--- src/rtl/fsa_pkg.sv ---
// Shared types, codes and helpers for the fault severity aggregator.
package fsa_pkg;

    localparam int SLOTS = 32;
    localparam int SLOT_W = 5;
    localparam int FUNC_W = 3;
    localparam int ROOM_W = 2;
    localparam int COUNT_W = 6;
    localparam int SEV_MAP_W = 64;
    localparam int CFG_INDEX_W = 1;
    localparam int BYTES = 4;
    localparam int BYTE_CNT_W = 4;

    localparam logic [SEV_MAP_W-1:0] SEVERITY_MAP_RESET = 64'd38;
    localparam logic [SLOTS-1:0] KNOWN_MASK_RESET = 32'd7;

    localparam logic [CFG_INDEX_W-1:0] REG_SEVERITY_MAP = 1'b0;
    localparam logic [CFG_INDEX_W-1:0] REG_KNOWN_MASK = 1'b1;

    localparam logic [FUNC_W-1:0] FUNC_REPORT = 3'd0;
    localparam logic [FUNC_W-1:0] FUNC_CLEAR = 3'd1;
    localparam logic [FUNC_W-1:0] FUNC_ACK_RESET = 3'd2;
    localparam logic [FUNC_W-1:0] FUNC_PROCESS = 3'd3;
    localparam logic [FUNC_W-1:0] FUNC_QUERY = 3'd4;

    localparam logic [1:0] SEV_WARNING = 2'd0;
    localparam logic [1:0] SEV_ERROR = 2'd1;
    localparam logic [1:0] SEV_CRITICAL = 2'd2;

    localparam logic [ROOM_W-1:0] ROOM_MAX = 2'd2;

    // Post-step snapshot handed from the state stage to the lookup stages
    typedef struct packed {
        logic [SLOTS-1:0]  active_mask;
        logic [SLOTS-1:0]  live;
        logic [SLOT_W-1:0] fault_index;
        logic [SLOT_W-1:0] rank;
        logic              reset_needed;
        logic              error_sent;
        logic              cleared_sent;
    } snap_t;

    typedef logic [BYTES-1:0][BYTE_CNT_W-1:0] byte_cnt_t;

    typedef struct packed {
        snap_t     snap;
        byte_cnt_t cnt;
    } count_stage_t;

    typedef struct packed {
        logic [COUNT_W-1:0] count;
        logic               found;
        logic [SLOT_W-1:0]  fault;
    } rank_res_t;

    function automatic logic [BYTE_CNT_W-1:0] popcount8(input logic [7:0] v);
        logic [BYTE_CNT_W-1:0] c;
        c = '0;
        for (int i = 0; i < 8; i++)
        begin
            c = c + BYTE_CNT_W'(v[i]);
        end
        return c;
    endfunction

endpackage

--- src/rtl/fsa_cmd_if.sv ---
// Command channel: valid/ready with one command item.
interface fsa_cmd_if;
    logic                        valid;
    logic                        ready;
    logic [fsa_pkg::FUNC_W-1:0]  func;
    logic [fsa_pkg::SLOT_W-1:0]  fault_index;
    logic [fsa_pkg::SLOT_W-1:0]  rank;
    logic [fsa_pkg::ROOM_W-1:0]  queue_room;

    modport source (output valid, func, fault_index, rank, queue_room, input ready);
    modport sink (input valid, func, fault_index, rank, queue_room, output ready);
endinterface

--- src/rtl/fsa_rsp_if.sv ---
// Response channel: valid/ready with one status item.
interface fsa_rsp_if;
    logic                         valid;
    logic                         ready;
    logic [fsa_pkg::SLOTS-1:0]    active_mask;
    logic                         fault_is_active;
    logic                         any_active;
    logic [fsa_pkg::COUNT_W-1:0]  active_count;
    logic                         rank_found;
    logic [fsa_pkg::SLOT_W-1:0]   rank_fault;
    logic                         reset_needed;
    logic                         error_event_sent;
    logic                         cleared_event_sent;

    modport source (output valid, active_mask, fault_is_active, any_active, active_count,
                    rank_found, rank_fault, reset_needed, error_event_sent,
                    cleared_event_sent, input ready);
    modport sink (input valid, active_mask, fault_is_active, any_active, active_count,
                  rank_found, rank_fault, reset_needed, error_event_sent,
                  cleared_event_sent, output ready);
endinterface

--- src/rtl/fsa_cfg_if.sv ---
// Configuration write channel: valid/ready with register index and data.
interface fsa_cfg_if;
    logic                            valid;
    logic                            ready;
    logic [fsa_pkg::CFG_INDEX_W-1:0] reg_index;
    logic [fsa_pkg::SEV_MAP_W-1:0]   data;

    modport source (output valid, reg_index, data, input ready);
    modport sink (input valid, reg_index, data, output ready);
endinterface

--- src/rtl/fault_severity_aggregator_unit.sv ---
// Fault severity aggregator: fault mask, severity events and rank lookup.
// Takes one command per clock and returns one response per command. The
// fault state update sets the command rate; the two stages behind it do
// the byte population counts and then the count and rank lookup. Three
// responses can be held while the response side stalls, after which
// cmd.ready drops. Configuration writes are always ready and take effect
// the next cycle.
module fault_severity_aggregator_unit #(
    parameter int NUM_FAULTS = 32
) (
    input  logic      clk,
    input  logic      rst_n,
    fsa_cmd_if.sink   cmd,
    fsa_rsp_if.source rsp,
    fsa_cfg_if.sink   cfg
);

    logic                  take;
    logic                  s1_adv, s2_adv, out_adv;
    logic                  s1_valid_reg, s2_valid_reg, out_valid_reg;
    fsa_pkg::snap_t        snap;
    fsa_pkg::snap_t        s1_reg;
    fsa_pkg::count_stage_t s2_reg, s2_next;
    fsa_pkg::rank_res_t    rank_res;

    assign out_adv   = !out_valid_reg || rsp.ready;
    assign s2_adv    = !s2_valid_reg || out_adv;
    assign s1_adv    = !s1_valid_reg || s2_adv;
    assign cmd.ready = s1_adv;
    assign take      = cmd.valid && s1_adv;

    fsa_state #(
        .NUM_FAULTS (NUM_FAULTS)
    ) u_state (
        .clk         (clk),
        .rst_n       (rst_n),
        .cfg         (cfg),
        .take        (take),
        .func        (cmd.func),
        .fault_index (cmd.fault_index),
        .rank        (cmd.rank),
        .queue_room  (cmd.queue_room),
        .snap        (snap)
    );

    always_comb
    begin
        s2_next.snap = s1_reg;
        for (int b = 0; b < fsa_pkg::BYTES; b++)
        begin
            s2_next.cnt[b] = fsa_pkg::popcount8(s1_reg.live[8*b +: 8]);
        end
    end

    fsa_rank u_rank (
        .live (s2_reg.snap.live),
        .rank (s2_reg.snap.rank),
        .cnt  (s2_reg.cnt),
        .res  (rank_res)
    );

    always_ff @(posedge clk or negedge rst_n)
    begin
        if (!rst_n)
        begin
            s1_valid_reg  <= 1'b0;
            s2_valid_reg  <= 1'b0;
            out_valid_reg <= 1'b0;
        end
        else
        begin
            if (s1_adv)
            begin
                s1_valid_reg <= cmd.valid;
            end
            if (s2_adv)
            begin
                s2_valid_reg <= s1_valid_reg;
            end
            if (out_adv)
            begin
                out_valid_reg <= s2_valid_reg;
            end
        end
    end

    // Payload stages load only on a transfer into them
    always_ff @(posedge clk)
    begin
        if (take)
        begin
            s1_reg <= snap;
        end
        if (s2_adv && s1_valid_reg)
        begin
            s2_reg <= s2_next;
        end
        if (out_adv && s2_valid_reg)
        begin
            rsp.active_mask        <= s2_reg.snap.active_mask;
            rsp.fault_is_active    <= s2_reg.snap.active_mask[s2_reg.snap.fault_index];
            rsp.any_active         <= |s2_reg.snap.active_mask;
            rsp.active_count       <= rank_res.count;
            rsp.rank_found         <= rank_res.found;
            rsp.rank_fault         <= rank_res.fault;
            rsp.reset_needed       <= s2_reg.snap.reset_needed;
            rsp.error_event_sent   <= s2_reg.snap.error_sent;
            rsp.cleared_event_sent <= s2_reg.snap.cleared_sent;
        end
    end

    assign rsp.valid = out_valid_reg;

`ifndef SYNTHESIS
    a_ready_only_when_full: assert property (@(posedge clk) disable iff (!rst_n)
        !cmd.ready |-> (s1_valid_reg && s2_valid_reg && out_valid_reg))
        else $error("command side stalled with a free pipeline stage");

    a_rank_hits_active: assert property (@(posedge clk) disable iff (!rst_n)
        (rsp.valid && rsp.rank_found) |-> rsp.active_mask[rsp.rank_fault])
        else $error("rank lookup returned an inactive slot");

    a_empty_mask_no_count: assert property (@(posedge clk) disable iff (!rst_n)
        (rsp.valid && !rsp.any_active) |-> (rsp.active_count == '0 && !rsp.rank_found))
        else $error("count or rank reported with no active fault");

    // Compare against the rank that sat in the count stage when the output loaded
    a_count_bounds_rank: assert property (@(posedge clk) disable iff (!rst_n)
        rsp.valid |-> (rsp.rank_found ==
                       (rsp.active_count > fsa_pkg::COUNT_W'($past(s2_reg.snap.rank))))
                      || !$past(out_adv && s2_valid_reg))
        else $error("rank found disagrees with active count");
`endif

endmodule

--- src/rtl/fsa_state.sv ---
// Configuration registers, fault state and the per-command state update.
module fsa_state #(
    parameter int NUM_FAULTS = 32
) (
    input  logic                        clk,
    input  logic                        rst_n,
    fsa_cfg_if.sink                     cfg,
    input  logic                        take,
    input  logic [fsa_pkg::FUNC_W-1:0]  func,
    input  logic [fsa_pkg::SLOT_W-1:0]  fault_index,
    input  logic [fsa_pkg::SLOT_W-1:0]  rank,
    input  logic [fsa_pkg::ROOM_W-1:0]  queue_room,
    output fsa_pkg::snap_t              snap
);

    localparam logic [fsa_pkg::SLOTS-1:0] SLOT_LIMIT =
        (NUM_FAULTS >= fsa_pkg::SLOTS) ? {fsa_pkg::SLOTS{1'b1}}
                                        : fsa_pkg::SLOTS'((64'd1 << NUM_FAULTS) - 64'd1);

    logic [fsa_pkg::SEV_MAP_W-1:0] severity_map_reg;
    logic [fsa_pkg::SLOTS-1:0]     known_fault_mask_reg;
    logic [fsa_pkg::SLOTS-1:0]     active_bits_reg, active_bits_next;
    logic                          reset_latch_reg, reset_latch_next;
    logic                          error_pending_reg, error_pending_next;
    logic                          cleared_pending_reg, cleared_pending_next;

    logic [fsa_pkg::SLOTS-1:0] known;
    logic [fsa_pkg::SLOTS-1:0] err_class;
    logic [fsa_pkg::SLOTS-1:0] bit_sel;
    logic [1:0]                sev;
    logic                      slot_known;
    logic                      had_error;
    logic                      error_left;
    logic [fsa_pkg::ROOM_W-1:0] room;
    logic [fsa_pkg::ROOM_W-1:0] room_left;
    logic                      error_sent;
    logic                      cleared_sent;

    assign cfg.ready = 1'b1;

    always_ff @(posedge clk or negedge rst_n)
    begin
        if (!rst_n)
        begin
            severity_map_reg     <= fsa_pkg::SEVERITY_MAP_RESET;
            known_fault_mask_reg <= fsa_pkg::KNOWN_MASK_RESET;
        end
        else if (cfg.valid)
        begin
            case (cfg.reg_index)
                fsa_pkg::REG_SEVERITY_MAP: severity_map_reg <= cfg.data;
                fsa_pkg::REG_KNOWN_MASK:   known_fault_mask_reg <= cfg.data[fsa_pkg::SLOTS-1:0];
                default: ;
            endcase
        end
    end

    always_comb
    begin
        for (int s = 0; s < fsa_pkg::SLOTS; s++)
        begin
            err_class[s] = (severity_map_reg[2*s +: 2] == fsa_pkg::SEV_ERROR) ||
                           (severity_map_reg[2*s +: 2] == fsa_pkg::SEV_CRITICAL);
        end
    end

    assign known      = known_fault_mask_reg & SLOT_LIMIT;
    assign bit_sel    = fsa_pkg::SLOTS'(1) << fault_index;
    assign sev        = severity_map_reg[{fault_index, 1'b0} +: 2];
    assign slot_known = known[fault_index];
    assign had_error  = |(active_bits_reg & known & err_class);
    assign error_left = |(active_bits_reg & ~bit_sel & known & err_class);
    assign room       = (queue_room > fsa_pkg::ROOM_MAX) ? fsa_pkg::ROOM_MAX : queue_room;

    always_comb
    begin
        active_bits_next     = active_bits_reg;
        reset_latch_next     = reset_latch_reg;
        error_pending_next   = error_pending_reg;
        cleared_pending_next = cleared_pending_reg;
        error_sent           = 1'b0;
        cleared_sent         = 1'b0;
        room_left            = room;
        case (func)
            fsa_pkg::FUNC_REPORT:
            begin
                if (slot_known)
                begin
                    active_bits_next = active_bits_reg | bit_sel;
                    if (sev == fsa_pkg::SEV_CRITICAL)
                    begin
                        reset_latch_next = 1'b1;
                    end
                    if (err_class[fault_index] && !had_error)
                    begin
                        error_pending_next = 1'b1;
                    end
                end
            end
            fsa_pkg::FUNC_CLEAR:
            begin
                if (slot_known)
                begin
                    active_bits_next = active_bits_reg & ~bit_sel;
                    if (err_class[fault_index] && !reset_latch_reg && !error_left)
                    begin
                        cleared_pending_next = 1'b1;
                    end
                end
            end
            fsa_pkg::FUNC_ACK_RESET:
            begin
                reset_latch_next = 1'b0;
            end
            fsa_pkg::FUNC_PROCESS:
            begin
                // Error event goes first and takes one slot of room
                if (error_pending_reg && room != '0)
                begin
                    error_pending_next = 1'b0;
                    error_sent         = 1'b1;
                    room_left          = room - fsa_pkg::ROOM_W'(1);
                end
                if (cleared_pending_reg && room_left != '0)
                begin
                    cleared_pending_next = 1'b0;
                    cleared_sent         = 1'b1;
                end
            end
            default: ;
        endcase
    end

    always_ff @(posedge clk or negedge rst_n)
    begin
        if (!rst_n)
        begin
            active_bits_reg     <= '0;
            reset_latch_reg     <= 1'b0;
            error_pending_reg   <= 1'b0;
            cleared_pending_reg <= 1'b0;
        end
        else if (take)
        begin
            active_bits_reg     <= active_bits_next;
            reset_latch_reg     <= reset_latch_next;
            error_pending_reg   <= error_pending_next;
            cleared_pending_reg <= cleared_pending_next;
        end
    end

    always_comb
    begin
        snap.active_mask  = active_bits_next;
        snap.live         = active_bits_next & known;
        snap.fault_index  = fault_index;
        snap.rank         = rank;
        snap.reset_needed = reset_latch_next;
        snap.error_sent   = error_sent;
        snap.cleared_sent = cleared_sent;
    end

endmodule

--- src/rtl/fsa_rank.sv ---
// Active count and rank lookup from per-byte population counts.
module fsa_rank (
    input  logic [fsa_pkg::SLOTS-1:0]  live,
    input  logic [fsa_pkg::SLOT_W-1:0] rank,
    input  fsa_pkg::byte_cnt_t         cnt,
    output fsa_pkg::rank_res_t         res
);

    logic [fsa_pkg::BYTES-1:0][fsa_pkg::COUNT_W-1:0] prefix;
    logic [fsa_pkg::COUNT_W-1:0] total;
    logic [fsa_pkg::COUNT_W-1:0] rank_w;
    logic [1:0]                  byte_sel;
    logic [fsa_pkg::COUNT_W-1:0] local_w;
    logic [2:0]                  local_rank;
    logic [7:0]                  byte_bits;
    logic [3:0]                  seen;
    logic [2:0]                  bit_pos;
    logic                        bit_hit;

    assign rank_w = fsa_pkg::COUNT_W'(rank);

    always_comb
    begin
        prefix[0] = '0;
        for (int b = 1; b < fsa_pkg::BYTES; b++)
        begin
            prefix[b] = prefix[b-1] + fsa_pkg::COUNT_W'(cnt[b-1]);
        end
        total = prefix[fsa_pkg::BYTES-1] + fsa_pkg::COUNT_W'(cnt[fsa_pkg::BYTES-1]);
    end

    // Highest byte whose prefix is at or below the rank holds the target bit
    always_comb
    begin
        byte_sel = '0;
        for (int b = 1; b < fsa_pkg::BYTES; b++)
        begin
            if (prefix[b] <= rank_w)
            begin
                byte_sel = 2'(b);
            end
        end
    end

    assign local_w    = rank_w - prefix[byte_sel];
    assign local_rank = local_w[2:0];
    assign byte_bits  = live[{byte_sel, 3'b000} +: 8];

    always_comb
    begin
        seen    = '0;
        bit_pos = '0;
        bit_hit = 1'b0;
        for (int i = 0; i < 8; i++)
        begin
            if (byte_bits[i] && !bit_hit && seen == {1'b0, local_rank})
            begin
                bit_hit = 1'b1;
                bit_pos = 3'(i);
            end
            seen = seen + 4'(byte_bits[i]);
        end
    end

    always_comb
    begin
        res.count = total;
        res.found = rank_w < total;
        res.fault = res.found ? {byte_sel, bit_pos} : '0;
    end

endmodule
--- src/flat_wrapper.sv ---
// flat-port wrapper written by rule: the top's interface ports become plain ports
module fault_severity_aggregator_unit_flat 
#(
    parameter int NUM_FAULTS = 32
)
  (clk, rst_n, cmd_valid, cmd_func, cmd_fault_index, cmd_rank, cmd_queue_room, cmd_ready, rsp_valid, rsp_active_mask, rsp_fault_is_active, rsp_any_active, rsp_active_count, rsp_rank_found, rsp_rank_fault, rsp_reset_needed, rsp_error_event_sent, rsp_cleared_event_sent, rsp_ready, cfg_valid, cfg_reg_index, cfg_data, cfg_ready);
  fsa_cmd_if cmd_i ();
  fsa_rsp_if rsp_i ();
  fsa_cfg_if cfg_i ();
  input  logic clk;
  input  logic rst_n;
  input wire logic [$bits(cmd_i.valid)-1:0] cmd_valid;
  input wire logic [$bits(cmd_i.func)-1:0] cmd_func;
  input wire logic [$bits(cmd_i.fault_index)-1:0] cmd_fault_index;
  input wire logic [$bits(cmd_i.rank)-1:0] cmd_rank;
  input wire logic [$bits(cmd_i.queue_room)-1:0] cmd_queue_room;
  output wire logic [$bits(cmd_i.ready)-1:0] cmd_ready;
  output wire logic [$bits(rsp_i.valid)-1:0] rsp_valid;
  output wire logic [$bits(rsp_i.active_mask)-1:0] rsp_active_mask;
  output wire logic [$bits(rsp_i.fault_is_active)-1:0] rsp_fault_is_active;
  output wire logic [$bits(rsp_i.any_active)-1:0] rsp_any_active;
  output wire logic [$bits(rsp_i.active_count)-1:0] rsp_active_count;
  output wire logic [$bits(rsp_i.rank_found)-1:0] rsp_rank_found;
  output wire logic [$bits(rsp_i.rank_fault)-1:0] rsp_rank_fault;
  output wire logic [$bits(rsp_i.reset_needed)-1:0] rsp_reset_needed;
  output wire logic [$bits(rsp_i.error_event_sent)-1:0] rsp_error_event_sent;
  output wire logic [$bits(rsp_i.cleared_event_sent)-1:0] rsp_cleared_event_sent;
  input wire logic [$bits(rsp_i.ready)-1:0] rsp_ready;
  input wire logic [$bits(cfg_i.valid)-1:0] cfg_valid;
  input wire logic [$bits(cfg_i.reg_index)-1:0] cfg_reg_index;
  input wire logic [$bits(cfg_i.data)-1:0] cfg_data;
  output wire logic [$bits(cfg_i.ready)-1:0] cfg_ready;
  assign cmd_i.valid = cmd_valid;
  assign cmd_i.func = cmd_func;
  assign cmd_i.fault_index = cmd_fault_index;
  assign cmd_i.rank = cmd_rank;
  assign cmd_i.queue_room = cmd_queue_room;
  assign cmd_ready = cmd_i.ready;
  assign rsp_valid = rsp_i.valid;
  assign rsp_active_mask = rsp_i.active_mask;
  assign rsp_fault_is_active = rsp_i.fault_is_active;
  assign rsp_any_active = rsp_i.any_active;
  assign rsp_active_count = rsp_i.active_count;
  assign rsp_rank_found = rsp_i.rank_found;
  assign rsp_rank_fault = rsp_i.rank_fault;
  assign rsp_reset_needed = rsp_i.reset_needed;
  assign rsp_error_event_sent = rsp_i.error_event_sent;
  assign rsp_cleared_event_sent = rsp_i.cleared_event_sent;
  assign rsp_i.ready = rsp_ready;
  assign cfg_i.valid = cfg_valid;
  assign cfg_i.reg_index = cfg_reg_index;
  assign cfg_i.data = cfg_data;
  assign cfg_ready = cfg_i.ready;
  fault_severity_aggregator_unit #(.NUM_FAULTS(NUM_FAULTS)) u_core (.clk(clk), .rst_n(rst_n), .cmd(cmd_i), .rsp(rsp_i), .cfg(cfg_i));
endmodule
--- config.mk ---
export PLATFORM = sky130hd
export DESIGN_NAME = fault_severity_aggregator_unit_flat
export DESIGN_NICKNAME = d
export VERILOG_FILES = /design/src/rtl/fsa_pkg.sv /design/src/rtl/fsa_cmd_if.sv /design/src/rtl/fsa_rsp_if.sv /design/src/rtl/fsa_cfg_if.sv /design/src/rtl/fault_severity_aggregator_unit.sv /design/src/rtl/fsa_state.sv /design/src/rtl/fsa_rank.sv /design/src/flat_wrapper.sv
export SDC_FILE = /design/constraint.sdc
export NUM_CORES = 1
export LEC_CHECK = 0
export BUFFER_PORTS_ARGS = -buffer_cell sky130_fd_sc_hd__buf_2
export CAP_MARGIN = 20
export CORE_MARGIN = 2
export CORE_UTILIZATION = 35
export CTS_BUF_LIST = sky130_fd_sc_hd__clkbuf_16
export DETAILED_ROUTE_END_ITERATION = 10
export PLACE_DENSITY_LB_ADDON = 0.25
export SLEW_MARGIN = 10
export SYNTH_ARGS = -nofsm -noshare
export SYNTH_HDL_FRONTEND = slang
export SYNTH_HIERARCHICAL = 1
export SYNTH_SLANG_ARGS = --single-unit
--- constraint.sdc ---
create_clock -name clk -period 8.5 [get_ports clk]
set_input_delay 0.425 -clock clk [delete_from_list [all_inputs] [get_ports clk]]
set_output_delay 0.425 -clock clk [all_outputs]
set_load 0.005 [all_outputs]
==> results.md, run 1 <==
* Status: finished clean
* Max H-tree Level at 2
* Netlist cell types at 95
* Reg2Reg Depth at 26
* Vias in the first global route at between 10000 and 15000
* Crit-path max cell delay at around 0.59 ns
* CP Depth at 26
* Post-synth EDFFs at between 200 and 250
* Worst Path Arrival at 8.01 ns
* CTS tree: built
* Core area at 51100 sq um
* Max-slew violation count at 0
* Worst Path Buf+Inv at 5
* Share of cells above drive strength 1 at roughly 22%
* Pin count of the biggest net entering global routing at 79
* Area of the multi-input gates at roughly 7300 sq um
* Dpl ws at 0.954 ns
* Final Util at approximately two fifths
* Fin worst setup slack at 0.911 ns
* Flip-flop count of the largest register after layout at between 90 and 100
* Area Overhead vs Synth at 14.1%
* Final min period at about 7.6 ns
* Initial antenna violation count at 0
* End of the worst register-to-register path: u_core/rsp.rank_fault[0]
* Crit path launch: u_core/s2_reg[0]
* Detail-routed net length per standard cell at 21.3 um
* Final setup fails at 0
* Drt first pass iters at 7
* R2R Setup Slk at approximately 0.91 ns
* Syn Area/Cell at roughly 13 sq um
* Remaining DRCs at 0
* GRT overflow at 0
* CP required at about 9 ns
* Crit-path max FO at 9
* HP Class: input pin to flip-flop
* Most used cell, CP: ha_1
* Worst skew pair latency at 0.56 ns
* Hold Fails Final Rpt at 0
* Port buffer count at approximately 140
* FMAX at 132 MHz
* Met2 Use GR at between 20 and 30%
* Post-DP HPWL at 36.1 mm
* Post-CTS Setup Inserts at 0
* Initial Util at 35.3%
* Post-cts hold buffer count at 1
* Vert. Die Dim at around 230 um
* Mapped Cells at 1427
* Tcrit/Tclk final at around 89%
* Yosys warns at 6
* Vias/cell at 5.14
* Full die area at 53300 sq um
* Worst Setup EP: u_core/rsp.rank_fault[0]
* Leading cell type in the layout, fill and taps excluded: edfxtp_1
* Clock Root Buffer: clkbuf_16
* Family with the most delay on the worst path: adder cells
* Die span in x at roughly 230 um
* Storage cell area at 9940 sq um
* Synth Register Bits at ~350
* RSZ-0062 raised after global routing: false
* Worst Skew at ~0.019 ns
* Most Crowded Layer GR: met2
* Slowest CP cell: fa_1
* Total wire length at 48.2 mm
* RR Startpoint: u_core/s2_reg[0]
* Worst Setup Start Kind: flip-flop
* CP endpoint kind: flip-flop
* Met3 usage at between 2 and 3%
* Antenna cells at 0
* Worst Tran Pin Value at between 1 and 1.5 ns
* Post-Syn Nets at between 1500 and 2000
* Sink Count at roughly 350
* Most frequent cells in the layout: edfxtp_1, buf_2, dfrtp_1
* CTS Buf Count at between 40 and 50
* Vias at ~12000
* Fillers at around 5000
* Max-cap viol count at 0
* Critical path class: flip-flop to flip-flop
* TNS Setup at 0 ns
* Ports at 137
* Sequential area share after synthesis at between 50% and 60%
* Synthesized area at 18000 sq um
* Post-route ant nets at 0
* Routability cong. at approximately 0.93
* Starting DRT DRC Count at between 700 and 800
* Rows at a little over 80
* FFs w/ async S/R, synth at a little under two fifths
* GRT Overall Usage at between 10% and 20%
* First-pass GRT wire length at between 70 and 80 mm
* Met1 Use GR at between 20% and 30%
* Final nets at about 1700
* Prevailing post-synth register cell: edfxtp_1
* CTS resizes at 0
* Clk buf depth at 3
* Reg clk slew, reported paths at approximately 0.06 ns
* Relative slew slack at 25.6%
## Yosys cell counts (all sizes together) (37+ instances only)
cell	n	share of area [%]
o21ai	51	1.5
mux2	87	5.4
edfxtp	219	36
mux2i	92	5.1
nand2	102	2.1
buf	38	1.5
dfrtp	128	18
and2	41	1.4
ha	53	3.7
inv	120	2.5
nand3	73	2.0
xnor2	37	1.9
## metrics by stage
step,area [sq um],hold WS [ns],instances
after floorplan,18000,0.129,1427
after global placement,19300,0.401,2184
after detailed placement,19300,0.405,2184
after CTS,20600,0.0154,2259
after global routing,20600,0.0380,2259
final,20600,0.0500,2259
## cell families after synthesis
family	synth area share [%]
muxes	12.2
AOI/OAI and AO/OA	7.55
DFF	55.1
buffers and inverters	4.70
and+or+nand+nor	10.7
adders and majority gates	6.12
xor gates and xnor gates	3.57
other	0.0208
## worst min-delay path by stage
stage	slack [ns]	cells past startpoint	start	endpoint
floorplan	0.13	0	rst_n	u_core/rsp.valid
global placement	0.40	0	u_core/s1_reg[3]	u_core/s2_reg[19]
detailed placement	0.40	0	u_core/s1_reg[69]	u_core/s2_reg[85]
CTS	0.02	1	cmd_rank[4]	u_core/s1_reg[7]
global route	0.04	1	cmd_rank[4]	u_core/s1_reg[7]
finish	0.05	1	cmd_rank[4]	u_core/s1_reg[7]
## metal layers
metal  share of wire, %  wire (um)
met1                 47      22800
met2                 46      22200
met3                4.4       2140
met4                2.0        952
met5                  0          0
## cell type report
class                           instances  area share [%]
Multi-Input combinational cell        881            35.4
Clock inverter                         31           0.791
Inverter                              120            2.19
Sequential cell                       353            48.3
Clock buffer                           43            5.23
Tap cell                              680            4.14
Timing Repair Buffer                  151            3.91
Power of run 1 is not shown: default switching activity piles up to over one toggle a cycle in this logic, so the estimate is an artifact.
==> inputs of run 2 (changes only) <==
ABC_AREA = 1   (was not set)
==> run 2 against run 1 <==
  * Utilization down 0.18 points
  * Largest cell class unchanged
  * Global-route usage increased by 0.86 points
  * Count of clock-buffer cells in the layout shrank 1
  * Hold slack worse by 0.012 ns
==> results.md, run 2 <==
* Max-slew violation count at 0
* Max-cap viol count at 0
* Leading cell type in the layout, fill and taps excluded: nand2_1
* Synthesized area at roughly 19000 sq um
* Die span in x at approximately 240 um
* Share of cells above drive strength 1 at 12.2%
* Post-DP HPWL at 38.7 mm
* GRT overflow at 0
* Rows at 85
* Sequential area share after synthesis at 52.8%
* RSZ-0062 raised after global routing: false
* Vias at 14560
* Post-CTS Setup Inserts at 0
* Final min period at roughly 7.4 ns
* Reg2Reg Depth at 39
* Tcrit/Tclk final at 87.3%
* Slowest CP cell: fa_1
* Clock Root Buffer: clkbuf_16
* Drt first pass iters at 7
* Area share of the largest cell type after synthesis at a little over a third
* Flip-flop count of the largest register after layout at between 90 and 100
* Syn Area/Cell at 8.88 sq um
* CTS resizes at 0
* Post-Syn Nets at ~2300
* Family with the most delay on the worst path: adder cells
* Routability cong. at ~0.93
* CP endpoint kind: flip-flop
* Hold Fails Final Rpt at 0
* End of the worst register-to-register path: u_core/rsp.rank_fault[0]
* Status: finished clean
* Detail-routed net length per standard cell at ~18 um
* Post-route ant nets at 0
* Yosys warns at 6
* GRT Overall Usage at between 10% and 20%
* Sink Count at between 300 and 400
* Mapped Cells at 2122
* Worst Skew at approximately 0.031 ns
* FMAX at between 100 and 150 MHz
* Post-synth EDFFs at 219
* First-pass GRT wire length at between 80 and 90 mm
* CTS tree: built
* Most frequent cells in the layout: nand2_1, inv_1, edfxtp_1
* Final setup fails at 0
* Post-cts hold buffer count at 4
* Prevailing post-synth register cell: edfxtp_1
* Most used cell, CP: ha_1
* Vias in the first global route at 14152
* Synth area leaders: edfxtp_1, dfrtp_1, nand2_1
* Antenna cells at 0
* TNS Setup at 0 ns
* Worst Setup Start Kind: flip-flop
* Reg clk slew, reported paths at roughly 0.06 ns
* Most frequent cells after synthesis: nand2_1, inv_1, edfxtp_1
* Full die area at around 56000 sq um
* Hold_sp: cmd_rank[4]
* Most frequent cell after synthesis: nand2_1
* Worst Path Arrival at 7.76 ns
* RR Startpoint: u_core/s2_reg[0]
* Initial Util at 35.2%
* Worst Tran Pin Value at 1.07 ns
* Netlist cell types at between 50 and 60
* Relative slew slack at between 20% and 30%
* Worst skew pair latency at around 0.58 ns
* Max H-tree Level at 2
* Synth Register Bits at ~350
* HP Class: input pin to flip-flop
* CP required at around 9 ns
* Crit-path max FO at 21
* Crit-path max cell delay at 0.56 ns
* Initial antenna violation count at 2
* CTS Buf Count at between 40 and 50
* Largest area contributor in the netlist: edfxtp_1
* Critical path class: flip-flop to flip-flop
* Vert. Die Dim at between 200 and 250 um
* Starting DRT DRC Count at 1222
* Remaining DRCs at 0
* Hold Path End: u_core/s1_reg[7]
* Final nets at 2384
* FFs w/ async S/R, synth at between 30 and 40%
* Clk buf depth at 3
* Total wire length at ~53 mm
* Ports at roughly 140
* Vias/cell at approximately 4.9
* Fillers at between 5000 and 6000
* Port buffer count at 135
* Worst Path Buf+Inv at 6
* R2R Setup Slk at about 1.1 ns
* Pin count of the biggest net entering global routing at between 100 and 150
* Hold depth at 1
* Core area at roughly 53000 sq um
* Area Overhead vs Synth at 13.8%
==> run 2: worst max path at each step <==
stage / end / from / cells after the start / slack (ns)
after detailed placement: u_core/rsp.rank_fault[0] / u_core/s2_reg[0] / 39 / 1.12
after CTS: u_core/rsp.rank_fault[0] / u_core/s2_reg[0] / 39 / 1.09
after global placement: u_core/rsp.rank_fault[0] / u_core/s2_reg[0] / 39 / 1.17
after global routing: u_core/rsp.rank_fault[0] / u_core/s2_reg[0] / 39 / 0.45
final: u_core/rsp.rank_fault[0] / u_core/s2_reg[0] / 39 / 1.08
after floorplan: u_core/rsp.rank_fault[0] / u_core/s2_reg[0] / 40 / 1.98
==> run 2: worst reg2reg max path, delay by kind of cell, from the launching register on <==
kind	cells	cell delay, ns
xor+xnor	2	0.53
fa+ha+maj	10	3.59
simple gates	19	1.72
flops	1	0.38
compound gates	2	0.31
buf+inv	6	0.63
==> run 2: cells by family after synthesis <==
family          share of synthesized area [%]
simple gates                             24.3
buf+inv                                  8.59
mux                                     0.419
compound gates                           6.32
fa+ha+maj                                5.86
xor+xnor                                 1.77
flops                                    52.8
other cells                            0.0199
==> run 2: layout make-up <==
type / instances / area, sq um / share of cell area [%]
well taps: 696 / 871 / 4.06
clock buffers: 42 / 1050 / 4.90
multi-input cells: 1387 / 7330 / 34.2
flip-flops and latches: 353 / 9940 / 46.4
inverters: 292 / 1110 / 5.18
clock inverters: 33 / 322 / 1.50
repair buffers: 149 / 810 / 3.78
==> run 2: metrics by stage <==
step	instances	utilization, %	hold WS (ns)	cell area (sq um)	setup slack [ns]
after detailed placement	2872	37.4	0.405	20000	1.12
after floorplan	2122	-	0.129	18800	1.98
after CTS	2951	40.0	0.00151	21400	1.09
after global routing	2952	40.1	0.0171	21400	0.452
after global placement	2872	37.4	0.402	20000	1.17
final	2952	40.1	0.0385	21400	1.08
==> run 2: metal layers <==
| layer | up-vias | part of all wire, % | wire length [um] | track usage, % |
|---|---|---|---|---|
| met3 | 92 | 6.4 | 3390 | 3.07 |
| met5 | - | 0.025 | 13 | 0 |
| li1 | 7122 | - | - | - |
| met2 | 522 | 45 | 23600 | 30.2 |
| met4 | 2 | 3.1 | 1650 | 6.79 |
| met1 | 6822 | 46 | 24000 | 26.6 |
Power of run 2 is left out for the same reason.
==> inputs of run 3 (changes only) <==
clock period = 7.3 ns   (was 8.5 ns; I/O delays follow)
==> run 3 against run 2 <==
  * Wire length hardly changed
  * Cell area is 0.54% higher
  * Global-route usage is 0.15 points lower
  * Critical path type unchanged
  * Critical path depth stayed put
==> results.md, run 3 (same netlist as run 2, synthesis figures left out) <==
* Status: finished clean
* Initial antenna violation count at 3
* Dpl ws at 0.242 ns
* Die span in x at between 200 and 250 um
* Rows at 85
* Clock Root Buffer: clkbuf_16
* Final min period at between 6 and 7 ns
* CP required at roughly 7.6 ns
* GRT overflow at 0
* Starting DRT DRC Count at between 1000 and 1500
* Core area at around 53000 sq um
* RSZ-0062 raised after global routing: false
* Drt first pass iters at 5
* Vias in the first global route at approximately 14000
* Max-slew violation count at 0
* Flip-flop count of the largest register after layout at 93
* Share of cells above drive strength 1 at 12.9%
* CP endpoint kind: flip-flop
* CTS Buf Count at 42
* CTS tree: built
* Relative slew slack at around 29%
* Finished Cell Area at 21500 sq um
* Final setup fails at 0
* Final nets at between 2000 and 2500
* Initial Util at roughly a third
* Vert. Die Dim at about 240 um
* Post-DP HPWL at about 39 mm
* Most used cell, CP: ha_1
* Worst Path Arrival at slightly above 7 ns
* Critical path class: flip-flop to flip-flop
* Max H-tree Level at 2
* TNS Setup at 0 ns
* Crit-path max FO at 8
* Vias at roughly 15000
* Slowest CP cell: fa_1
* Full die area at approximately 56000 sq um
* First-pass GRT wire length at approximately 82 mm
* FMAX at approximately 150 MHz
* Reg clk slew, reported paths at approximately 0.060 ns
* Fin worst setup slack at approximately 0.5 ns
* Crit-path max cell delay at 0.57 ns
* Detail-routed net length per standard cell at ~18 um
* Ports at between 100 and 150
* Post-DP Area at between 20000 and 25000 sq um
* Worst Setup Start Kind: flip-flop
* Worst Skew at 0.0290 ns
* Antenna cells at 0
* Total wire length at between 50 and 60 mm
* HP Class: input pin to flip-flop
* Area Overhead vs Synth at 14.4%
* GRT Overall Usage at 18.9%
* Hold Fails Final Rpt at 0
* Finished Layout Cells at a little under 3000
* Inst Count DP at 2875
* Worst Tran Pin Value at 1.07 ns
* Max-cap viol count at 0
* Vias/cell at about 5
* Most frequent cells in the layout: nand2_1, inv_1, edfxtp_1
* Routability cong. at between 0.9 and 1
* Pin count of the biggest net entering global routing at 104
* Tcrit/Tclk final at between 90% and 100%
* Leading cell type in the layout, fill and taps excluded: nand2_1
* Worst skew pair latency at 0.58 ns
* Clk buf depth at 3
* Post-route ant nets at 0
* Port buffer count at roughly 140
* Sink Count at 353
* Remaining DRCs at 0
==> run 3: cell count changes in the layout (fill, tap and decap cells not counted), sizes merged <==
cell,change
clkinvlp,+3
nand2,+1
dlygate4sd3,+3
clkbuf,+1
bufinv,-3
buf,+8
inv,+2
==> run 3: critical path, delay by kind of cell, from the launching register on <==
| family | cells | cell delay [ns] |
|---|---|---|
| compound gates | 3 | 0.31 |
| buf+inv | 7 | 0.63 |
| xor+xnor | 1 | 0.16 |
| simple gates | 18 | 1.51 |
| flops | 1 | 0.42 |
| fa+ha+maj | 10 | 3.53 |
==> run 3: repair_timing <==
action | in CTS | in global routing
gates resized for setup | 0 | 7
endpoints found under the setup margin | 0 | 3
buffers inserted | 0 | 4
hold buffers | 7 | 0
endpoints found under the hold margin | 63 | 0
==> run 3: final timing paths <==
check / slack (ns) / endpoint / startpoint / cells after the start
hold reg to reg: 0.42 / u_core/s2_reg[76] / u_core/s1_reg[60] / 0
max in group asynchronous: 5.71 / u_core/u_state/severity_map_reg[5] / rst_n / 4
min in group asynchronous: 0.33 / u_core/u_state/severity_map_reg[51] / rst_n / 2
setup / recovery: 0.50 / u_core/rsp.rank_fault[0] / u_core/s2_reg[0] / 39
setup reg to reg: 0.50 / u_core/rsp.rank_fault[0] / u_core/s2_reg[0] / 39
hold / removal: 0.03 / u_core/u_state/severity_map_reg[43] / cfg_data[43] / 2
==> run 3: through the flow <==
stage / hold WS, ns / util, %
2_1_floorplan: 0.0694 / -
3_3_place_gp: 0.391 / 37.4
3_5_place_dp: 0.388 / 37.4
4_1_cts: 0.00112 / 40.1
5_1_grt: 0.00544 / 40.3
6_report: 0.0254 / 40.3
==> run 3: final cells by class <==
type | count | area [sq um]
Fill cell | 5317 | 32000
Sequential cell | 353 | 9940
Multi-Input combinational cell | 1388 | 7370
Inverter | 292 | 1110
Clock buffer | 43 | 1080
Timing Repair Buffer | 160 | 912
Tap cell | 696 | 871
Clock inverter | 35 | 269
==> run 3: metal layers <==
layer / vias up / part of all wire, % / track usage [%]
li1: 7143 / - / -
met5: - / 0.025 / 0
met4: 2 / 3.0 / 6.45
met2: 519 / 45 / 29.5
met3: 87 / 6.6 / 3.63
met1: 6826 / 46 / 26.5
Power of run 3 is left out for the same reason.
